**src/rtl/core/sdbcm_pkg.sv**
```systemverilog
// ----------------------------------------------------------------------------
// sdbcm_pkg: shared types and constants of the dB to colormap pipeline
// Color stop table, per-segment spans and reciprocals, shaping curve function.
// ----------------------------------------------------------------------------
package sdbcm_pkg;

  localparam int unsigned DEF_SHAPE_TABLE_BITS = 10;
  localparam int unsigned DEF_RATIO_FRAC_BITS  = 16;

  localparam int unsigned LEVEL_W    = 16;
  localparam int unsigned CFG_IDX_W  = 1;
  localparam int unsigned SHAPED_W   = 17;
  localparam int unsigned CHAN_W     = 8;
  localparam int unsigned NUM_CHAN   = 3;
  localparam int unsigned CHAN_IDX_W = 2;
  localparam int unsigned NUM_SEGS   = 7;
  localparam int unsigned SEG_W      = 3;
  localparam int unsigned SPAN_W     = 14;
  localparam int unsigned RECIP_W    = 20;
  localparam int unsigned RECIP_SHIFT = 32;
  localparam int unsigned PROD_W     = CHAN_W + SPAN_W;
  localparam int unsigned SCALE_W    = PROD_W + RECIP_W;
  localparam int unsigned REM_W      = SPAN_W + 1;

  localparam logic [SHAPED_W-1:0] SHAPED_ONE = {1'b1, {(SHAPED_W-1){1'b0}}};
  localparam real SHAPE_EXP = 39.0 / 50.0;

  typedef enum logic [CFG_IDX_W-1:0] {
    REG_FLOOR   = 1'b0,
    REG_CEILING = 1'b1
  } cfg_reg_e;

  localparam logic signed [LEVEL_W-1:0] FLOOR_RESET   = -16'sd30720;
  localparam logic signed [LEVEL_W-1:0] CEILING_RESET = 16'sd0;

  // stop positions on the shaped axis, 1.0 = 65536
  localparam logic [SHAPED_W-1:0] STOP_POS [NUM_SEGS+1] = '{
    17'd0, 17'd7864, 17'd18350, 17'd29491, 17'd40632, 17'd51118, 17'd58982, 17'd65536
  };

  localparam logic [CHAN_W-1:0] STOP_RGB [NUM_SEGS+1][NUM_CHAN] = '{
    '{8'd2,   8'd4,   8'd10},
    '{8'd8,   8'd18,  8'd46},
    '{8'd22,  8'd58,  8'd124},
    '{8'd28,  8'd142, 8'd196},
    '{8'd76,  8'd208, 8'd160},
    '{8'd244, 8'd220, 8'd72},
    '{8'd245, 8'd128, 8'd32},
    '{8'd250, 8'd250, 8'd250}
  };

  // width of each segment between two stops
  localparam logic [SPAN_W-1:0] SEG_SPAN [NUM_SEGS] = '{
    14'd7864, 14'd10486, 14'd11141, 14'd11141, 14'd10486, 14'd7864, 14'd6554
  };

  // floor(2^32 / span), never above the true reciprocal
  localparam logic [RECIP_W-1:0] SEG_RECIP [NUM_SEGS] = '{
    20'd546155, 20'd409590, 20'd385510, 20'd385510, 20'd409590, 20'd546155, 20'd655320
  };

  // true when the channel grows from the lower stop to the upper stop
  function automatic logic seg_rising(logic [SEG_W-1:0] seg, logic [CHAN_IDX_W-1:0] ch);
    return STOP_RGB[SEG_W'(seg + SEG_W'(1))][ch] >= STOP_RGB[seg][ch];
  endfunction

  // falling segments are interpolated from the upper stop downward
  function automatic logic [CHAN_W-1:0] seg_base(logic [SEG_W-1:0] seg,
                                                 logic [CHAN_IDX_W-1:0] ch);
    return seg_rising(seg, ch) ? STOP_RGB[seg][ch] : STOP_RGB[SEG_W'(seg + SEG_W'(1))][ch];
  endfunction

  function automatic logic [CHAN_W-1:0] seg_mag(logic [SEG_W-1:0] seg,
                                                logic [CHAN_IDX_W-1:0] ch);
    logic [CHAN_W-1:0] lo;
    logic [CHAN_W-1:0] hi;
    lo = STOP_RGB[seg][ch];
    hi = STOP_RGB[SEG_W'(seg + SEG_W'(1))][ch];
    return seg_rising(seg, ch) ? CHAN_W'(hi - lo) : CHAN_W'(lo - hi);
  endfunction

  // shaping curve: floor(65536 * (idx / 2^bits)^0.78), evaluated at elaboration
  function automatic logic [SHAPED_W-1:0] shape_value(int unsigned idx, int unsigned bits);
    real frac;
    real scaled;
    logic [SHAPED_W-1:0] val;
    frac = real'(idx) * (2.0 ** (-1.0 * real'(bits)));
    if (idx == 0) begin
      val = '0;
    end else if (frac >= 1.0) begin
      val = SHAPED_ONE;
    end else begin
      scaled = 65536.0 * (frac ** SHAPE_EXP);
      val = SHAPED_W'($rtoi(scaled));
    end
    return val;
  endfunction

endpackage

```
**src/rtl/core/sdbcm_ratio.sv**
```systemverilog
// ----------------------------------------------------------------------------
// sdbcm_ratio: level normalization and ratio divider
// Clamps the level against floor and ceiling, then a restoring divider
// produces one quotient bit per pipeline stage to form the shaping index.
// ----------------------------------------------------------------------------
module sdbcm_ratio import sdbcm_pkg::*; #(
  parameter int unsigned ShapeTableBits = DEF_SHAPE_TABLE_BITS,
  parameter int unsigned RatioFracBits  = DEF_RATIO_FRAC_BITS
) (
  input  logic                      clk_i,
  input  logic                      rst_ni,
  input  logic signed [LEVEL_W-1:0] floor_i,
  input  logic signed [LEVEL_W-1:0] ceiling_i,
  input  logic                      in_valid_i,
  output logic                      in_ready_o,
  input  logic signed [LEVEL_W-1:0] level_i,
  output logic                      out_valid_o,
  input  logic                      out_ready_i,
  output logic [ShapeTableBits:0]   idx_o
);

  // only the quotient bits that reach the index are computed
  localparam int unsigned QuoBits  = (RatioFracBits < ShapeTableBits) ? RatioFracBits
                                                                      : ShapeTableBits;
  localparam int unsigned IdxShift = ShapeTableBits - QuoBits;
  localparam int unsigned IdxW     = ShapeTableBits + 1;
  localparam int unsigned NumStg   = QuoBits + 1;
  localparam logic [IdxW-1:0] IdxFull = {1'b1, {ShapeTableBits{1'b0}}};

  typedef enum logic [1:0] {
    ModeZero = 2'd0,
    ModeFull = 2'd1,
    ModeDiv  = 2'd2
  } ratio_mode_e;

  logic [NumStg-1:0]   vld_q;
  logic [NumStg-1:0]   en;
  ratio_mode_e         mode_q [NumStg];
  logic [LEVEL_W-1:0]  rem_q  [NumStg];
  logic [LEVEL_W-1:0]  den_q  [NumStg];
  logic [QuoBits-1:0]  quo_q  [NumStg];

  logic signed [LEVEL_W:0] diff;
  logic signed [LEVEL_W:0] span;
  ratio_mode_e             mode_d;

  // a stage moves when it is empty or the next one moves
  always_comb begin
    en[NumStg-1] = !vld_q[NumStg-1] || out_ready_i;
    for (int j = NumStg - 2; j >= 0; j--) begin
      en[j] = !vld_q[j] || en[j+1];
    end
  end

  assign in_ready_o  = en[0];
  assign out_valid_o = vld_q[NumStg-1];

  always_comb begin
    diff = $signed({level_i[LEVEL_W-1], level_i}) - $signed({floor_i[LEVEL_W-1], floor_i});
    span = $signed({ceiling_i[LEVEL_W-1], ceiling_i}) - $signed({floor_i[LEVEL_W-1], floor_i});
    if (span <= 17'sd0) begin
      mode_d = (level_i >= ceiling_i) ? ModeFull : ModeZero;
    end else if (diff <= 17'sd0) begin
      mode_d = ModeZero;
    end else if (diff >= span) begin
      mode_d = ModeFull;
    end else begin
      mode_d = ModeDiv;
    end
  end

  always_ff @(posedge clk_i or negedge rst_ni) begin
    if (!rst_ni) begin
      vld_q <= '0;
    end else begin
      if (en[0]) begin
        vld_q[0] <= in_valid_i;
      end
      for (int j = 1; j < NumStg; j++) begin
        if (en[j]) begin
          vld_q[j] <= vld_q[j-1];
        end
      end
    end
  end

  // 0 < diff < span here whenever the divider result is used
  always_ff @(posedge clk_i) begin
    if (en[0]) begin
      mode_q[0] <= mode_d;
      rem_q[0]  <= diff[LEVEL_W-1:0];
      den_q[0]  <= span[LEVEL_W-1:0];
      quo_q[0]  <= '0;
    end
  end

  for (genvar j = 1; j < NumStg; j++) begin : g_div
    logic [LEVEL_W:0] trial;
    logic             take;

    assign trial = {rem_q[j-1], 1'b0};
    assign take  = trial >= {1'b0, den_q[j-1]};

    always_ff @(posedge clk_i) begin
      if (en[j]) begin
        mode_q[j] <= mode_q[j-1];
        den_q[j]  <= den_q[j-1];
        rem_q[j]  <= take ? LEVEL_W'(trial - {1'b0, den_q[j-1]}) : LEVEL_W'(trial);
        quo_q[j]  <= {quo_q[j-1][QuoBits-2:0], take};
      end
    end
  end

  always_comb begin
    case (mode_q[NumStg-1])
      ModeFull: idx_o = IdxFull;
      ModeDiv:  idx_o = IdxW'(quo_q[NumStg-1]) << IdxShift;
      default:  idx_o = '0;
    endcase
  end

endmodule

```
**config.mk**
```make
export PLATFORM = sky130hd
export DESIGN_NAME = sdbcm_ratio
export DESIGN_NICKNAME = d
export VERILOG_FILES = /design/src/rtl/core/sdbcm_pkg.sv /design/src/rtl/core/sdbcm_ratio.sv
export SDC_FILE = /design/constraint.sdc
export NUM_CORES = 1
export LEC_CHECK = 0
export BUFFER_PORTS_ARGS = -buffer_cell sky130_fd_sc_hd__buf_2
export CORE_ASPECT_RATIO = 0.9
export CORE_MARGIN = 10
export CORE_UTILIZATION = 49
export CTS_CLUSTER_DIAMETER = 60
export DETAILED_ROUTE_END_ITERATION = 10
export HOLD_SLACK_MARGIN = 0.02
export PLACE_DENSITY_LB_ADDON = 0.2
export SETUP_SLACK_MARGIN = 0.1
export SLEW_MARGIN = 0
export SYNTH_ARGS = -nofsm -noshare
export SYNTH_HDL_FRONTEND = slang
export SYNTH_SLANG_ARGS = --single-unit
```
**constraint.sdc**
```tcl
create_clock -name clk_i -period 12.4 [get_ports clk_i]
set_clock_uncertainty 0.15 [all_clocks]
set_input_delay 1.86 -clock clk_i [delete_from_list [all_inputs] [get_ports clk_i]]
set_output_delay 1.86 -clock clk_i [all_outputs]
set_load 0.02 [all_outputs]
```
# Yosys cells after proc, flatten, opt, wreduce, memory -nomap -nowiden
# Memories as Yosys holds them, arrays and structs flattened.
# Index checks and enable logic that the tools add are counted.
# Widths: inputs -> output; s select.
# op_classes
n_eq_ne	2
n_lt_le_gt_ge	14
n_addsub	12
n_reduce_logical	22
muxes	37
# ops
op	count
$ge 17x16->1	10
$mux 16	10
$sub 16x16->16	10
$le 17x1->1 const B	2
$sub 16x16->17	2
$mux 1	23
$pmux 11 s2	1
$ge 17x17->1	1
$ge 16x16->1	1
$logic_not 1->1	11
$logic_or 1x1->1	11
$mux 2	3
$eq 2x1->1 const B	1
$eq 2x2->1 const B	1
# totals
memories	4
ram_bits	484
ff_bits	11
output_inout_bits	13
# mem_list
name	words	width	rd	rd_ports_with_merged_regs	write_ports	line	rtl
den_q	11	16	10	0	11	sdbcm_ratio.sv:40	logic [LEVEL_W-1:0] den_q [NumStg];
rem_q	11	16	10	0	11	sdbcm_ratio.sv:39	logic [LEVEL_W-1:0] rem_q [NumStg];
quo_q	11	10	11	0	11	sdbcm_ratio.sv:41	logic [QuoBits-1:0] quo_q [NumStg];
mode_q	11	2	11	0	11	sdbcm_ratio.sv:38	ratio_mode_e mode_q [NumStg];

# Longest topological paths before layout
# logic_depth
ltp_word	14
depth_mapped	19

# Least setup slack after synthesis
# No wires, ideal clock.
# synth_path
kind	in2out
start	input port out_ready_i
end	output port in_ready_o
t_required_ns	10.390
arrival_ns	6.062
path_slack_ns	4.328
path_stages	6
cell_sequence	nor2b_1 > nand2_1 > nor2_1 > nand3_1 > nor2_1 > nand4_1
# synth_via
elab_chain_len	11
# synth_lines
item	line	rtl
start: declaration	sdbcm_ratio.sv:18	input logic out_ready_i,
$logic_or 1x1->1	sdbcm_ratio.sv:49	en[NumStg-1] = !vld_q[NumStg-1] || out_ready_i;
$logic_or 1x1->1	sdbcm_ratio.sv:51	en[j] = !vld_q[j] || en[j+1];
via en[9]	sdbcm_ratio.sv:37	logic [NumStg-1:0] en;
$logic_or 1x1->1 (5 in series)	sdbcm_ratio.sv:51	
via en[4]	sdbcm_ratio.sv:37	
$logic_or 1x1->1 (4 in series)	sdbcm_ratio.sv:51	
end: declaration	sdbcm_ratio.sv:15	output logic in_ready_o,
# The timed path passes the listed nets, and every way through them passes these cells.

# Final worst setup path
# Ends and elaborated chain as after synthesis.

==> flow_summary.yaml <==
clocking:
  clk_pin_slew_ns: 0.07
  post_cts_buffers: 0
  cts_buffers: 44
  cts-root-buf: "clkbuf_16"
  clockBufferDepth: 3
  h-tree-depth: 2
  postCtsHoldBufs: 0
  cts.repair.resized: 0
  cts_tree: "yes"
  cts_sinks: 408
  clk-insertion-delay-late_ns: 0.59
sta:
  period_needed_ns: 7.01
  layout_setup_ws_ns: 5.39
  whs_ns: 0.250
  max_freq_mhz: 143
  setup_viol: 0
  final.period_utilization: 0.565
  finalHoldViolations: 0
  fin_tns_setup_ns: 0
  rsz0062_at_grt: "no"
  tightest_slew_ns: 1.17
  slew_headroom: 0.217
  drv_slew: 0
floorplan:
  pin_count: 65
  fp.dieW_um: 251
  fp.dieH_um: 228
  rows: 76
  core_area_mm2: 0.0477
  dieArea_mm2: 0.0573
  initial_core_util: 0.494
run:
  drv_cap: 0
worst_setup_path:
  crit_path_start_kind: "input pin"
  endpoint_kind: "primary output"
  reg2regPathDepth: 10
  critPathMaxStageDelay_ns: 0.74
  worst-path-max-fanout: 45
  cp_slowest_cell: "nand3_2"
  arrival_ns: 5.00
  crit_chain: "buf_2, nor2b_1, nand2_2, buf_4, nor2_1, nand3_2, nor2_1, nand4_1, buf_4, buf_2"
  critPathKind: "in -> out"
  cp.required_ns: 10.39
synthesis:
  synth-simple-area-share: 0.109
  synth.avg_cell_area_um2: 11.2
  synthArstFlopShare: 0.0270
  yosysUniqueCellTypes: 74
  synth_xor_area_frac: 0.0468
  synth_seq_cells: 408
  seq_area_frac_synth: 0.518
  syn_inst: 2109
  synth_top_family_by_area: "compound AO/OA/AOI/OAI gates"
  synth-edff-count: 397
  synth_ff_type: "edfxtp_1"
  synth_area_mm2: 0.0236
  synth.net_count: 2397
  synth_mux_area_frac: 0.0208
  synth_compound_area_frac: 0.129
  yosys_warnings: 0
  synthAdderAreaFrac: 0.129
drt:
  firstDrtPassIters: 5
  drcViolationCount: 0
  vias_per_cell: 5.51
  drt_iter0_markers: 1084
  avgRoutedWirePerCell_um: 18.0
  wl_um: 51600
  ant_nets: 0
  vias: 15800
global_route:
  antenna_found_initial: 0
  grt_max_degree: 46
  overflow: 0
  grt_pass1_vias: 15200
  gr-usage-all-layers: 0.178
  grt_pass1_wl_um: 82300
hold_path:
  hold_class: "reg -> reg"
  hold_depth: 0
layout:
  diodes: 0
  final_cell_mix: "edfxtp_1, inv_1, ha_1, a21oi_1, nor2_1"
  drive_above_1_share: 0.0965
  final_core_utilization: 0.546
  final_common_cell: "edfxtp_1"
  fillers: 4058
  nNetsFinal: 2491
  area_growth_pct: 10.7
  regArea_mm2: 0.0122
  multi_input_area_mm2: 0.0103
placed_design:
  place_congestion: 0.897
  portBuffers: 64
  pre_cts_ws_ns: 5.34
  place_hpwl_um: 39800
power:
  p_per_area_mw_per_mm2: 294
  power.ir.vdd_worst_uv: 147
  cellLeakagePower_nw: 11.2
outcome:
  outcome: "finished, final reports clean"
worst paths after layout:
kind | startpoint | to | slack [ns]
worst max-delay path | out_ready_i | in_ready_o | 5.39
worst min-delay path | mode_q[4][1] | mode_q[5][1] | 0.25
worst max register to register | den_q[7][4] | rem_q[8][5] | 8.57
worst min register to register | mode_q[4][1] | mode_q[5][1] | 0.25
max in group asynchronous | rst_ni | vld_q[3] | 10.87
min in group asynchronous | rst_ni | vld_q[5] | 0.99
cell usage after synthesis, drive strengths merged (17+ instances only):
master,count,area (um2)
nand2,69,259
a21oi,214,1070
a21o,81,609
nand3,37,185
nand4,37,231
o21a,17,128
xor2,38,333
nor3,31,155
mux2,40,450
xnor2,88,771
nor2b,37,231
and2,21,133
nand2b,42,263
inv,272,1020
edfxtp,397,11900
nor2,171,642
ha,225,2820
o21ai,61,305
clkbuf,20,75.1
per-stage QoR:
stage               instances  area [um2]  power, mW
floorplan                2109       23600       5.46
global placement         2781       24700       6.31
detailed placement       2781       24700       6.39
CTS                      2862       26100       7.72
global route             2862       26100       8.28
finish                   2862       26100       7.66
state kept, by name (all words and copies together), names as in the netlist:
name	flops
den_q	160
vld_q	11
quo_q	55
mode_q	22
rem_q	160
worst max-delay path, delay by kind of cell:
kind | cells | cell delay, ns
AND/OR/NAND/NOR | 6 | 2.17
buffers and inverters | 4 | 0.93
report_power, final:
| part | internal (mW) | leakage (nW) | switching, mW |
|---|---|---|---|
| Combinational | 1.61 | 6.39 | 2.03 |
| Clock | 0.724 | 0.668 | 0.558 |
| Sequential | 2.40 | 4.17 | 0.332 |
kinds of logic after synthesis:
family,count (synthesis)
buffers and inverters,299
AND/OR/NAND/NOR,508
flip-flops,408
adder cells (fa/ha/maj),236
XOR/XNOR,126
multiplexers,44
AO/OA/AOI/OAI,488
cell type report:
type	count	share of cell area
inverter	272	0.0391
clock buffer	51	0.0432
multi-input combinational	1402	0.394
sequential	408	0.468
clock inverter	30	0.0109
tap	624	0.0299
timing repair buffer	75	0.0154
metal layers:
metal | wire [um] | vias to the layer above | share of wire | GRT usage
met3 | 2120 | 72 | 0.041 | 0.0234
met5 | 0 | - | 0 | 0
met2 | 24700 | 325 | 0.48 | 0.294
li1 | - | 7827 | - | -
met1 | 23500 | 7559 | 0.46 | 0.238
met4 | 1300 | 0 | 0.025 | 0.0596
Power figures use the tool's default switching activity.
