## src/rtl/core/sdbcm_pkg.sv

```systemverilog
// ----------------------------------------------------------------------------
// sdbcm_pkg: shared types and constants of the dB to colormap pipeline
// Color stop table, per-segment spans and reciprocals, shaping curve function.
// ----------------------------------------------------------------------------
package sdbcm_pkg;

  localparam int unsigned DEF_SHAPE_TABLE_BITS = 10;
  localparam int unsigned DEF_RATIO_FRAC_BITS  = 16;

  localparam int unsigned LEVEL_W    = 16;
  localparam int unsigned CFG_IDX_W  = 1;
  localparam int unsigned SHAPED_W   = 17;
  localparam int unsigned CHAN_W     = 8;
  localparam int unsigned NUM_CHAN   = 3;
  localparam int unsigned CHAN_IDX_W = 2;
  localparam int unsigned NUM_SEGS   = 7;
  localparam int unsigned SEG_W      = 3;
  localparam int unsigned SPAN_W     = 14;
  localparam int unsigned RECIP_W    = 20;
  localparam int unsigned RECIP_SHIFT = 32;
  localparam int unsigned PROD_W     = CHAN_W + SPAN_W;
  localparam int unsigned SCALE_W    = PROD_W + RECIP_W;
  localparam int unsigned REM_W      = SPAN_W + 1;

  localparam logic [SHAPED_W-1:0] SHAPED_ONE = {1'b1, {(SHAPED_W-1){1'b0}}};
  localparam real SHAPE_EXP = 39.0 / 50.0;

  typedef enum logic [CFG_IDX_W-1:0] {
    REG_FLOOR   = 1'b0,
    REG_CEILING = 1'b1
  } cfg_reg_e;

  localparam logic signed [LEVEL_W-1:0] FLOOR_RESET   = -16'sd30720;
  localparam logic signed [LEVEL_W-1:0] CEILING_RESET = 16'sd0;

  // stop positions on the shaped axis, 1.0 = 65536
  localparam logic [SHAPED_W-1:0] STOP_POS [NUM_SEGS+1] = '{
    17'd0, 17'd7864, 17'd18350, 17'd29491, 17'd40632, 17'd51118, 17'd58982, 17'd65536
  };

  localparam logic [CHAN_W-1:0] STOP_RGB [NUM_SEGS+1][NUM_CHAN] = '{
    '{8'd2,   8'd4,   8'd10},
    '{8'd8,   8'd18,  8'd46},
    '{8'd22,  8'd58,  8'd124},
    '{8'd28,  8'd142, 8'd196},
    '{8'd76,  8'd208, 8'd160},
    '{8'd244, 8'd220, 8'd72},
    '{8'd245, 8'd128, 8'd32},
    '{8'd250, 8'd250, 8'd250}
  };

  // width of each segment between two stops
  localparam logic [SPAN_W-1:0] SEG_SPAN [NUM_SEGS] = '{
    14'd7864, 14'd10486, 14'd11141, 14'd11141, 14'd10486, 14'd7864, 14'd6554
  };

  // floor(2^32 / span), never above the true reciprocal
  localparam logic [RECIP_W-1:0] SEG_RECIP [NUM_SEGS] = '{
    20'd546155, 20'd409590, 20'd385510, 20'd385510, 20'd409590, 20'd546155, 20'd655320
  };

  // true when the channel grows from the lower stop to the upper stop
  function automatic logic seg_rising(logic [SEG_W-1:0] seg, logic [CHAN_IDX_W-1:0] ch);
    return STOP_RGB[SEG_W'(seg + SEG_W'(1))][ch] >= STOP_RGB[seg][ch];
  endfunction

  // falling segments are interpolated from the upper stop downward
  function automatic logic [CHAN_W-1:0] seg_base(logic [SEG_W-1:0] seg,
                                                 logic [CHAN_IDX_W-1:0] ch);
    return seg_rising(seg, ch) ? STOP_RGB[seg][ch] : STOP_RGB[SEG_W'(seg + SEG_W'(1))][ch];
  endfunction

  function automatic logic [CHAN_W-1:0] seg_mag(logic [SEG_W-1:0] seg,
                                                logic [CHAN_IDX_W-1:0] ch);
    logic [CHAN_W-1:0] lo;
    logic [CHAN_W-1:0] hi;
    lo = STOP_RGB[seg][ch];
    hi = STOP_RGB[SEG_W'(seg + SEG_W'(1))][ch];
    return seg_rising(seg, ch) ? CHAN_W'(hi - lo) : CHAN_W'(lo - hi);
  endfunction

  // shaping curve: floor(65536 * (idx / 2^bits)^0.78), evaluated at elaboration
  function automatic logic [SHAPED_W-1:0] shape_value(int unsigned idx, int unsigned bits);
    real frac;
    real scaled;
    logic [SHAPED_W-1:0] val;
    frac = real'(idx) * (2.0 ** (-1.0 * real'(bits)));
    if (idx == 0) begin
      val = '0;
    end else if (frac >= 1.0) begin
      val = SHAPED_ONE;
    end else begin
      scaled = 65536.0 * (frac ** SHAPE_EXP);
      val = SHAPED_W'($rtoi(scaled));
    end
    return val;
  endfunction

endpackage

```

## src/rtl/core/sdbcm_interp.sv

```systemverilog
// ----------------------------------------------------------------------------
// sdbcm_interp: color stop interpolation
// Finds the segment, scales the offset per channel and divides by the segment
// span with a reciprocal multiply and a one-step remainder correction.
// ----------------------------------------------------------------------------
module sdbcm_interp import sdbcm_pkg::*; (
  input  logic                clk_i,
  input  logic                rst_ni,
  input  logic                in_valid_i,
  output logic                in_ready_o,
  input  logic [SHAPED_W-1:0] shaped_i,
  output logic                out_valid_o,
  input  logic                out_ready_i,
  output logic [CHAN_W-1:0]   red_o,
  output logic [CHAN_W-1:0]   green_o,
  output logic [CHAN_W-1:0]   blue_o
);

  localparam int unsigned NumStg = 6;

  typedef logic [NUM_CHAN-1:0][CHAN_W-1:0] chan_vec_t;

  logic [NumStg-1:0] vld_q;
  logic [NumStg-1:0] en;

  // segment select
  logic [SEG_W-1:0]    seg_d;
  logic [SEG_W-1:0]    seg0_q;
  logic [SHAPED_W-1:0] shp0_q;
  // per-channel operands
  chan_vec_t                       base_d, mag_d;
  logic [NUM_CHAN-1:0][SPAN_W-1:0] mult_d;
  logic [SEG_W-1:0]                seg1_q;
  chan_vec_t                       base1_q, mag1_q;
  logic [NUM_CHAN-1:0][SPAN_W-1:0] mult1_q;
  // offset times color step
  logic [NUM_CHAN-1:0][PROD_W-1:0] prod_d;
  logic [SEG_W-1:0]                seg2_q;
  chan_vec_t                       base2_q;
  logic [NUM_CHAN-1:0][PROD_W-1:0] prod2_q;
  // reciprocal estimate
  logic [NUM_CHAN-1:0][SCALE_W-1:0] scl;
  chan_vec_t                        quo_d;
  logic [SEG_W-1:0]                 seg3_q;
  chan_vec_t                        base3_q, quo3_q;
  logic [NUM_CHAN-1:0][PROD_W-1:0]  prod3_q;
  // remainder
  logic [NUM_CHAN-1:0][PROD_W-1:0]  back;
  logic [NUM_CHAN-1:0][REM_W-1:0]   rem_d;
  logic [SEG_W-1:0]                 seg4_q;
  chan_vec_t                        base4_q, quo4_q;
  logic [NUM_CHAN-1:0][REM_W-1:0]   rem4_q;
  // final channel
  chan_vec_t                        chan_d, chan5_q;

  always_comb begin
    en[NumStg-1] = !vld_q[NumStg-1] || out_ready_i;
    for (int j = NumStg - 2; j >= 0; j--) begin
      en[j] = !vld_q[j] || en[j+1];
    end
  end

  assign in_ready_o  = en[0];
  assign out_valid_o = vld_q[NumStg-1];
  assign red_o       = chan5_q[0];
  assign green_o     = chan5_q[1];
  assign blue_o      = chan5_q[2];

  always_ff @(posedge clk_i or negedge rst_ni) begin
    if (!rst_ni) begin
      vld_q <= '0;
    end else begin
      if (en[0]) begin
        vld_q[0] <= in_valid_i;
      end
      for (int j = 1; j < NumStg; j++) begin
        if (en[j]) begin
          vld_q[j] <= vld_q[j-1];
        end
      end
    end
  end

  // segment below the first stop at or above the shaped value, top segment otherwise
  always_comb begin
    seg_d = SEG_W'(NUM_SEGS - 1);
    for (int s = NUM_SEGS - 2; s >= 0; s--) begin
      if (shaped_i <= STOP_POS[s+1]) begin
        seg_d = SEG_W'(s);
      end
    end
  end

  always_ff @(posedge clk_i) begin
    if (en[0]) begin
      seg0_q <= seg_d;
      shp0_q <= shaped_i;
    end
  end

  // falling channels measure the distance from the upper stop
  always_comb begin
    for (int c = 0; c < NUM_CHAN; c++) begin
      base_d[c] = seg_base(seg0_q, CHAN_IDX_W'(c));
      mag_d[c]  = seg_mag(seg0_q, CHAN_IDX_W'(c));
      mult_d[c] = seg_rising(seg0_q, CHAN_IDX_W'(c))
                ? SPAN_W'(shp0_q - STOP_POS[seg0_q])
                : SPAN_W'(STOP_POS[SEG_W'(seg0_q + SEG_W'(1))] - shp0_q);
    end
  end

  always_ff @(posedge clk_i) begin
    if (en[1]) begin
      seg1_q  <= seg0_q;
      base1_q <= base_d;
      mag1_q  <= mag_d;
      mult1_q <= mult_d;
    end
  end

  always_comb begin
    for (int c = 0; c < NUM_CHAN; c++) begin
      prod_d[c] = PROD_W'(mag1_q[c]) * PROD_W'(mult1_q[c]);
    end
  end

  always_ff @(posedge clk_i) begin
    if (en[2]) begin
      seg2_q  <= seg1_q;
      base2_q <= base1_q;
      prod2_q <= prod_d;
    end
  end

  // quotient estimate is exact or one low
  always_comb begin
    for (int c = 0; c < NUM_CHAN; c++) begin
      scl[c]   = SCALE_W'(prod2_q[c]) * SCALE_W'(SEG_RECIP[seg2_q]);
      quo_d[c] = scl[c][RECIP_SHIFT +: CHAN_W];
    end
  end

  always_ff @(posedge clk_i) begin
    if (en[3]) begin
      seg3_q  <= seg2_q;
      base3_q <= base2_q;
      quo3_q  <= quo_d;
      prod3_q <= prod2_q;
    end
  end

  always_comb begin
    for (int c = 0; c < NUM_CHAN; c++) begin
      back[c]  = PROD_W'(quo3_q[c]) * PROD_W'(SEG_SPAN[seg3_q]);
      rem_d[c] = REM_W'(prod3_q[c] - back[c]);
    end
  end

  always_ff @(posedge clk_i) begin
    if (en[4]) begin
      seg4_q  <= seg3_q;
      base4_q <= base3_q;
      quo4_q  <= quo3_q;
      rem4_q  <= rem_d;
    end
  end

  always_comb begin
    for (int c = 0; c < NUM_CHAN; c++) begin
      chan_d[c] = CHAN_W'(base4_q[c] + quo4_q[c]
                + CHAN_W'(rem4_q[c] >= REM_W'(SEG_SPAN[seg4_q])));
    end
  end

  always_ff @(posedge clk_i) begin
    if (en[5]) begin
      chan5_q <= chan_d;
    end
  end

endmodule

```

## config.mk

```make
export PLATFORM = sky130hd
export DESIGN_NAME = sdbcm_interp
export DESIGN_NICKNAME = d
export VERILOG_FILES = /design/src/rtl/core/sdbcm_pkg.sv /design/src/rtl/core/sdbcm_interp.sv
export SDC_FILE = /design/constraint.sdc
export NUM_CORES = 2
export LEC_CHECK = 0
export BUFFER_PORTS_ARGS = -buffer_cell sky130_fd_sc_hd__buf_2
export CORE_ASPECT_RATIO = 1.4
export CORE_MARGIN = 3
export CORE_UTILIZATION = 60
export DETAILED_ROUTE_END_ITERATION = 7
export GPL_TIMING_DRIVEN = 0
export MAX_ROUTING_LAYER = met4
export PLACE_DENSITY_LB_ADDON = 0.3
export SETUP_SLACK_MARGIN = 0.4
export SLEW_MARGIN = 15
export SYNTH_ARGS = -nofsm -noshare
export SYNTH_HDL_FRONTEND = slang
export SYNTH_SLANG_ARGS = --single-unit
```

## constraint.sdc

```tcl
create_clock -name clk_i -period 9.4 [get_ports clk_i]
set_input_delay 0.47 -clock clk_i [delete_from_list [all_inputs] [get_ports clk_i]]
set_output_delay 0.47 -clock clk_i [all_outputs]
set_load 0.05 [all_outputs]
```

======== Yosys cells after proc, flatten, opt, wreduce, memory -nomap -nowiden ========
Memories as Yosys holds them, arrays and structs flattened.
Index checks and enable logic that the tools add are counted.
operators by class
  $add $sub $neg .......................... 18
  bitwise gates (word level) .............. 5
  $lt $le $gt $ge ......................... 17
  reduce and logical (&&, ||, !) cells .... 14
  multipliers ............................. 9
  mux-type cells .......................... 28
operator list
  cell                    number
  $mux W14                11
  $mul A22 B20 Y40        3
  $mux W24                4
  $mul A8 B14 Y22         3
  $le A17 B16 Y1 const B  3
  $mux W8                 6
  $sub A8 B8 Y8           6
  $ge A15 B14 Y1          3
  $mul A8 B14 Y15         3
  $sub A15 B15 Y15        3
  $mux W20                2
  $le A17 B15 Y1 const B  2
  $sub A14 B14 Y14        2
  $add A8 B1 Y8           3
  $add A8 B8 Y8           3
  $ge A8 B8 Y1            3
  $ge A4 B4 Y1 const B    5
  $not A3 Y4              5
  $le A17 B13 Y1 const B  1
  $mux W2                 4
  $logic_not A1 Y1        6
  $logic_or A1 B1 Y1      6
  $reduce_or A4 Y1        1
  $add A3 B1 Y3 const B   1
  2 further kinds         2
word-level totals
  bits in registers ....................... 425
  output and inout bits ................... 26
  ROM bits ................................ 1040
  bits of input ports ..................... 21
  memories ................................ 7
memory list
  memory           depth  bits a word  rd ports  clocked after memory_dff  wr ports  RTL line             source
  (no name shown)  8      24           1         0                         0         sdbcm_pkg.sv:64      return STOP_RGB[SEG_W'(seg + SEG_W'(1))][ch] >= STOP_RGB[seg][ch];
  (no name shown)  8      24           1         0                         0         sdbcm_pkg.sv:64
  (no name shown)  8      20           1         0                         0         sdbcm_interp.sv:138  scl[c] = SCALE_W'(prod2_q[c]) * SCALE_W'(SEG_RECIP[seg2_q]);
  (no name shown)  8      17           1         0                         0         sdbcm_interp.sv:108  : SPAN_W'(STOP_POS[SEG_W'(seg0_q + SEG_W'(1))] - shp0_q);
  (no name shown)  8      17           1         0                         0         sdbcm_interp.sv:107  ? SPAN_W'(shp0_q - STOP_POS[seg0_q])
  (no name shown)  8      14           1         0                         0         sdbcm_interp.sv:154  back[c] = PROD_W'(quo3_q[c]) * PROD_W'(SEG_SPAN[seg3_q]);
  +1 memories      n/a    n/a          n/a       n/a                       n/a       n/a

======== Depth between registers and ports, before layout ========
  depth in word-level cells ............... 7
  depth in mapped cells ................... 32
  gate-level depth less buffers ........... 29

======== Worst setup path after synthesis ========
OpenSTA, ideal clock, no wires.
  kind .................................... register -> register
  from .................................... register seg2_q[1]
  to ...................................... register quo3_q[15] (netlist bit) (data pin)
  path buffers ............................ 3
  clock period less this slack ............ 7.716 ns
  path slack .............................. 1.684 ns
  arrival ................................. 7.457 ns
  cell stages (with the launch flop) ...... 30
  required time ........................... 9.141 ns
  cells stage by stage .................... edfxtp_1 -> buf_2 -> nor2b_1 -> xor2_1 -> clkbuf_1 -> clkbuf_1 -> nand2_1 -> fa_1 -> inv_1 -> fa_1 -> inv_1 -> fa_1 -> inv_1 -> fa_1 -> fa_1 -> fa_1 -> inv_1 -> fa_1 -> inv_1 -> ha_1 -> a21oi_1 -> o21ai_0 -> a2111oi_0 -> a41oi_1 -> a221oi_1 -> a21oi_1 -> a21oi_2 -> o21bai_1 -> a21oi_1 -> xnor2_1
RTL lines
  element                 RTL line             source
  start, declared         sdbcm_interp.sv:38   logic [SEG_W-1:0] seg2_q;
  start signal, assigned  sdbcm_interp.sv:129  seg2_q <= seg1_q;
  end signal, assigned    sdbcm_interp.sv:147  quo3_q <= quo_d;
  end, declared           sdbcm_interp.sv:45   chan_vec_t base3_q, quo3_q;

==> out/qor.json <==
{
  "number_of_inserted_filler_cells_in_the_final_layout": 9801,
  "gr-usage-met1_pct": 42.59,
  "placed_insts": 8815,
  "grt_first_pass_wirelength_mm": 329.8,
  "clockBufferDepth": 3,
  "synth.net_count": 9375,
  "rr_worst_depth": 28,
  "tightestPinTransition_ns": 1.313,
  "rsz0062_at_grt": "false",
  "yosys.area.top_type": "fa_1",
  "hp-start": "in_valid_i",
  "status": "completed",
  "critical_path.endpoint_type": "flop",
  "crit_top_cell": "fa_1",
  "ys_top_cells_by_area": "fa_1, edfxtp_1, ha_1",
  "antenna_found_initial": 15,
  "ant_nets": 0,
  "hold_end": "vld_q[0]",
  "yosys-top-cells-count": "inv_1, fa_1, ha_1",
  "floorplan.rows": 149,
  "grt-ovfl-total": 0,
  "timing.critical_path.required_ns": 9.79,
  "timing.rr.end": "quo3_q[7]",
  "path_class": "flop to flop",
  "async_flop_share_pct": 1.474,
  "final_cells": 8925,
  "via_count": 50068,
  "reg_area_um2": 12190,
  "timing.final.crit_share_pct": 94.99,
  "design.core.area_um2": 118200,
  "finish.utilization_pct": 64.53,
  "cell_area_after_technology_mapping_um2": 71730,
  "drt_first_pass_iters": 6,
  "global_route.usage.total_pct": 37.13,
  "post_synth.cell_area_avg_um2": 9.992,
  "crit_path_max_fanout": 10,
  "cts-root-buf": "clkbuf_16",
  "placement.cell_area_um2": 74150,
  "maxSlewViolCount": 0,
  "gp_congestion": 1.036,
  "setup.reg_to_reg.worst_slack_ns": 0.47,
  "drtIter0Drc": 3362,
  "fp.dieW_um": 298.2,
  "vias_in_the_first_global_route": 54946,
  "die_h_um": 415.1,
  "layout-area-overhead-vs-synth_pct": 6.343,
  "post-route-drc-count": 0,
  "timing.fmax_mhz": 112.0,
  "grt.met3_usage_pct": 5.926,
  "shortest_period_the_worst_path_allows_ns": 8.929,
  "clkLatencyLatePin_ns": 0.63,
  "drv_cap": 0,
  "clock_skew_ns": 0.05115,
  "boundary_pin_count": 47,
  "drive_above_1_share_pct": 3.972,
  "via_per_instance_ratio": 5.610,
  "synth_cell_type_count": 67,
  "synth_flop_cell": "edfxtp_1",
  "grt_use_met2_pct": 60.69,
  "post-synth-top-area-fraction_pct": 37.88,
  "nNetsFinal": 9486,
  "hold_depth": 2,
  "finalWirelength_mm": 216.3,
  "busiest_layer_in_global_routing": "met2",
  "htree_levels": 2,
  "yosys_warnings": 0,
  "postSynthCellCount": 7178,
  "largest_net_degree_at_the_start_of_global_routing": 59,
  "ys_ff_latch": 407,
  "multi_input_comb_area_um2": 52170,
  "worst_slew_margin_rel_pct": 12.44,
  "synth.yosys.seq_area_share_pct": 17.00,
  "finalHoldViolations": 0,
  "synth_most_common_cell": "inv_1",
  "buffer_ports.inserted": 46,
  "synth_edf_count": 401,
  "dpl.hpwl_mm": 183.2,
  "cpPeakStageDelay_ns": 0.77,
  "start_kind": "flop",
  "initial_utilization_pct": 60.68,
  "clock_net_sink_count": 407,
  "number_of_buffers_created_by_cts": 46,
  "finalSetupViolations": 0,
  "die_area_um2": 123800,
  "cpMaxStageDelayCell": "clkbuf_1",
  "clk_pin_slew_ns": 0.06,
  "avgRoutedWirePerCell_um": 24.24,
  "hold_path_class": "input pin to flop",
  "arrival_ns": 9.32,
  "tritoncts": "built",
  "timing.rr.start": "seg2_q[2]",
  "postLayoutCellArea_um2": 76270
}
per-stage QoR:
stage | worst slack (ns) | hold slack (ns) | setup TNS (ns)
finish | 0.4711 | 0.06003 | 0
CTS | 0.4095 | 0.04126 | 0
detailed placement | -2.049 | 0.3017 | -32.90
floorplan | 1.684 | 0.1744 | 0
global placement | -1.899 | 0.2943 | -34.16
global route | 0.4018 | 0.04886 | 0
cells in the final DEF (no fill, tap or decap), types with 14 or more instances in the layout:
| cell type | count |
|---|---|
| inv_1 | 1799 |
| fa_1 | 1357 |
| ha_1 | 819 |
| nand2_1 | 706 |
| and2_1 | 509 |
| edfxtp_1 | 401 |
| nor2_1 | 244 |
| xnor2_1 | 208 |
| a21oi_1 | 161 |
| clkbuf_1 | 151 |
| o21ai_0 | 111 |
| a21o_1 | 63 |
| nor3_1 | 60 |
| xor2_1 | 53 |
| buf_2 | 50 |
| nor2b_1 | 48 |
| clkbuf_16 | 47 |
| o21a_1 | 40 |
| nand3_1 | 39 |
| clkbuf_2 | 33 |
| o21bai_1 | 32 |
| nand2b_1 | 32 |
| a31o_2 | 21 |
| or2_2 | 19 |
| buf_4 | 18 |
| a211oi_1 | 17 |
| o41ai_1 | 15 |
| mux2i_1 | 15 |
| diode_2 | 14 |
| a31oi_1 | 14 |
| a21boi_0 | 14 |
worst max-delay path by stage:
stage / startpoint / to / depth (start not counted)
after floorplan: seg2_q[1] / quo3_q[15] / 29
after global placement: seg2_q[0] / quo3_q[15] / 30
after detailed placement: seg2_q[0] / quo3_q[15] / 28
after CTS: seg2_q[1] / quo3_q[15] / 28
after global routing: seg2_q[0] / quo3_q[7] / 31
final: seg2_q[2] / quo3_q[7] / 28
logic make-up (layout without fill, tap and decap cells):
group,Yosys count,after routing,share of synthesized area (%)
muxes,21,21,0.3035
buffers and inverters,2025,2173,10.64
xor gates and xnor gates,273,273,3.360
other,0,14,0
DFF,407,407,17.00
and+or+nand+nor,1711,1711,11.42
AOI/OAI and AO/OA,565,565,5.116
adders and majority gates,2176,2176,52.16
repair_timing:
item / in CTS / in global routing
setup endpoints to repair: 24 / 15
hold buffers: 1 / 0
resized for setup: 82 / 58
pin swaps: 7 / 4
hold endpoints to repair: 6 / 0
setup buffers: 9 / 2
registers in the layout, summed over array words and instances (netlist names), 6 cells and up:
name and flops:
prod3_q 43, quo3_q 24, blue_o 8, mult1_q 42, base2_q 21, vld_q 6, rem4_q 45, red_o 8
mag1_q 22, shp0_q 14, base1_q 21, base3_q 21, prod2_q 64, green_o 8, base4_q 21, quo4_q 24
final cells by class:
type,instances,area share [%]
sequential,407,15.98
clock buffer,59,1.640
multi-input combinational,4746,68.39
clock inverter,26,0.4527
tap,1585,2.600
buffer,220,1.357
timing repair buffer,64,0.6463
inverter,1804,8.881
antenna,14,0.04593
per-layer routing:
metal,share of wire (%),vias up
met5,0,-
met2,49,1879
met4,8.5,0
met3,6.5,636
met1,36,25460
li1,-,22093
worst max-delay path, delay by kind of cell (launching register included):
family                     cells  cell delay, ns
buffers and inverters          7            1.83
and+or+nand+nor                6            1.29
xor gates and xnor gates       2            0.61
AOI/OAI and AO/OA              5            1.24
DFF                            1            0.41
adders and majority gates      8            3.34
Power is left out: the tool's default activity adds up to more than one toggle a clock period on the data nets, which glitch-free logic cannot reach.
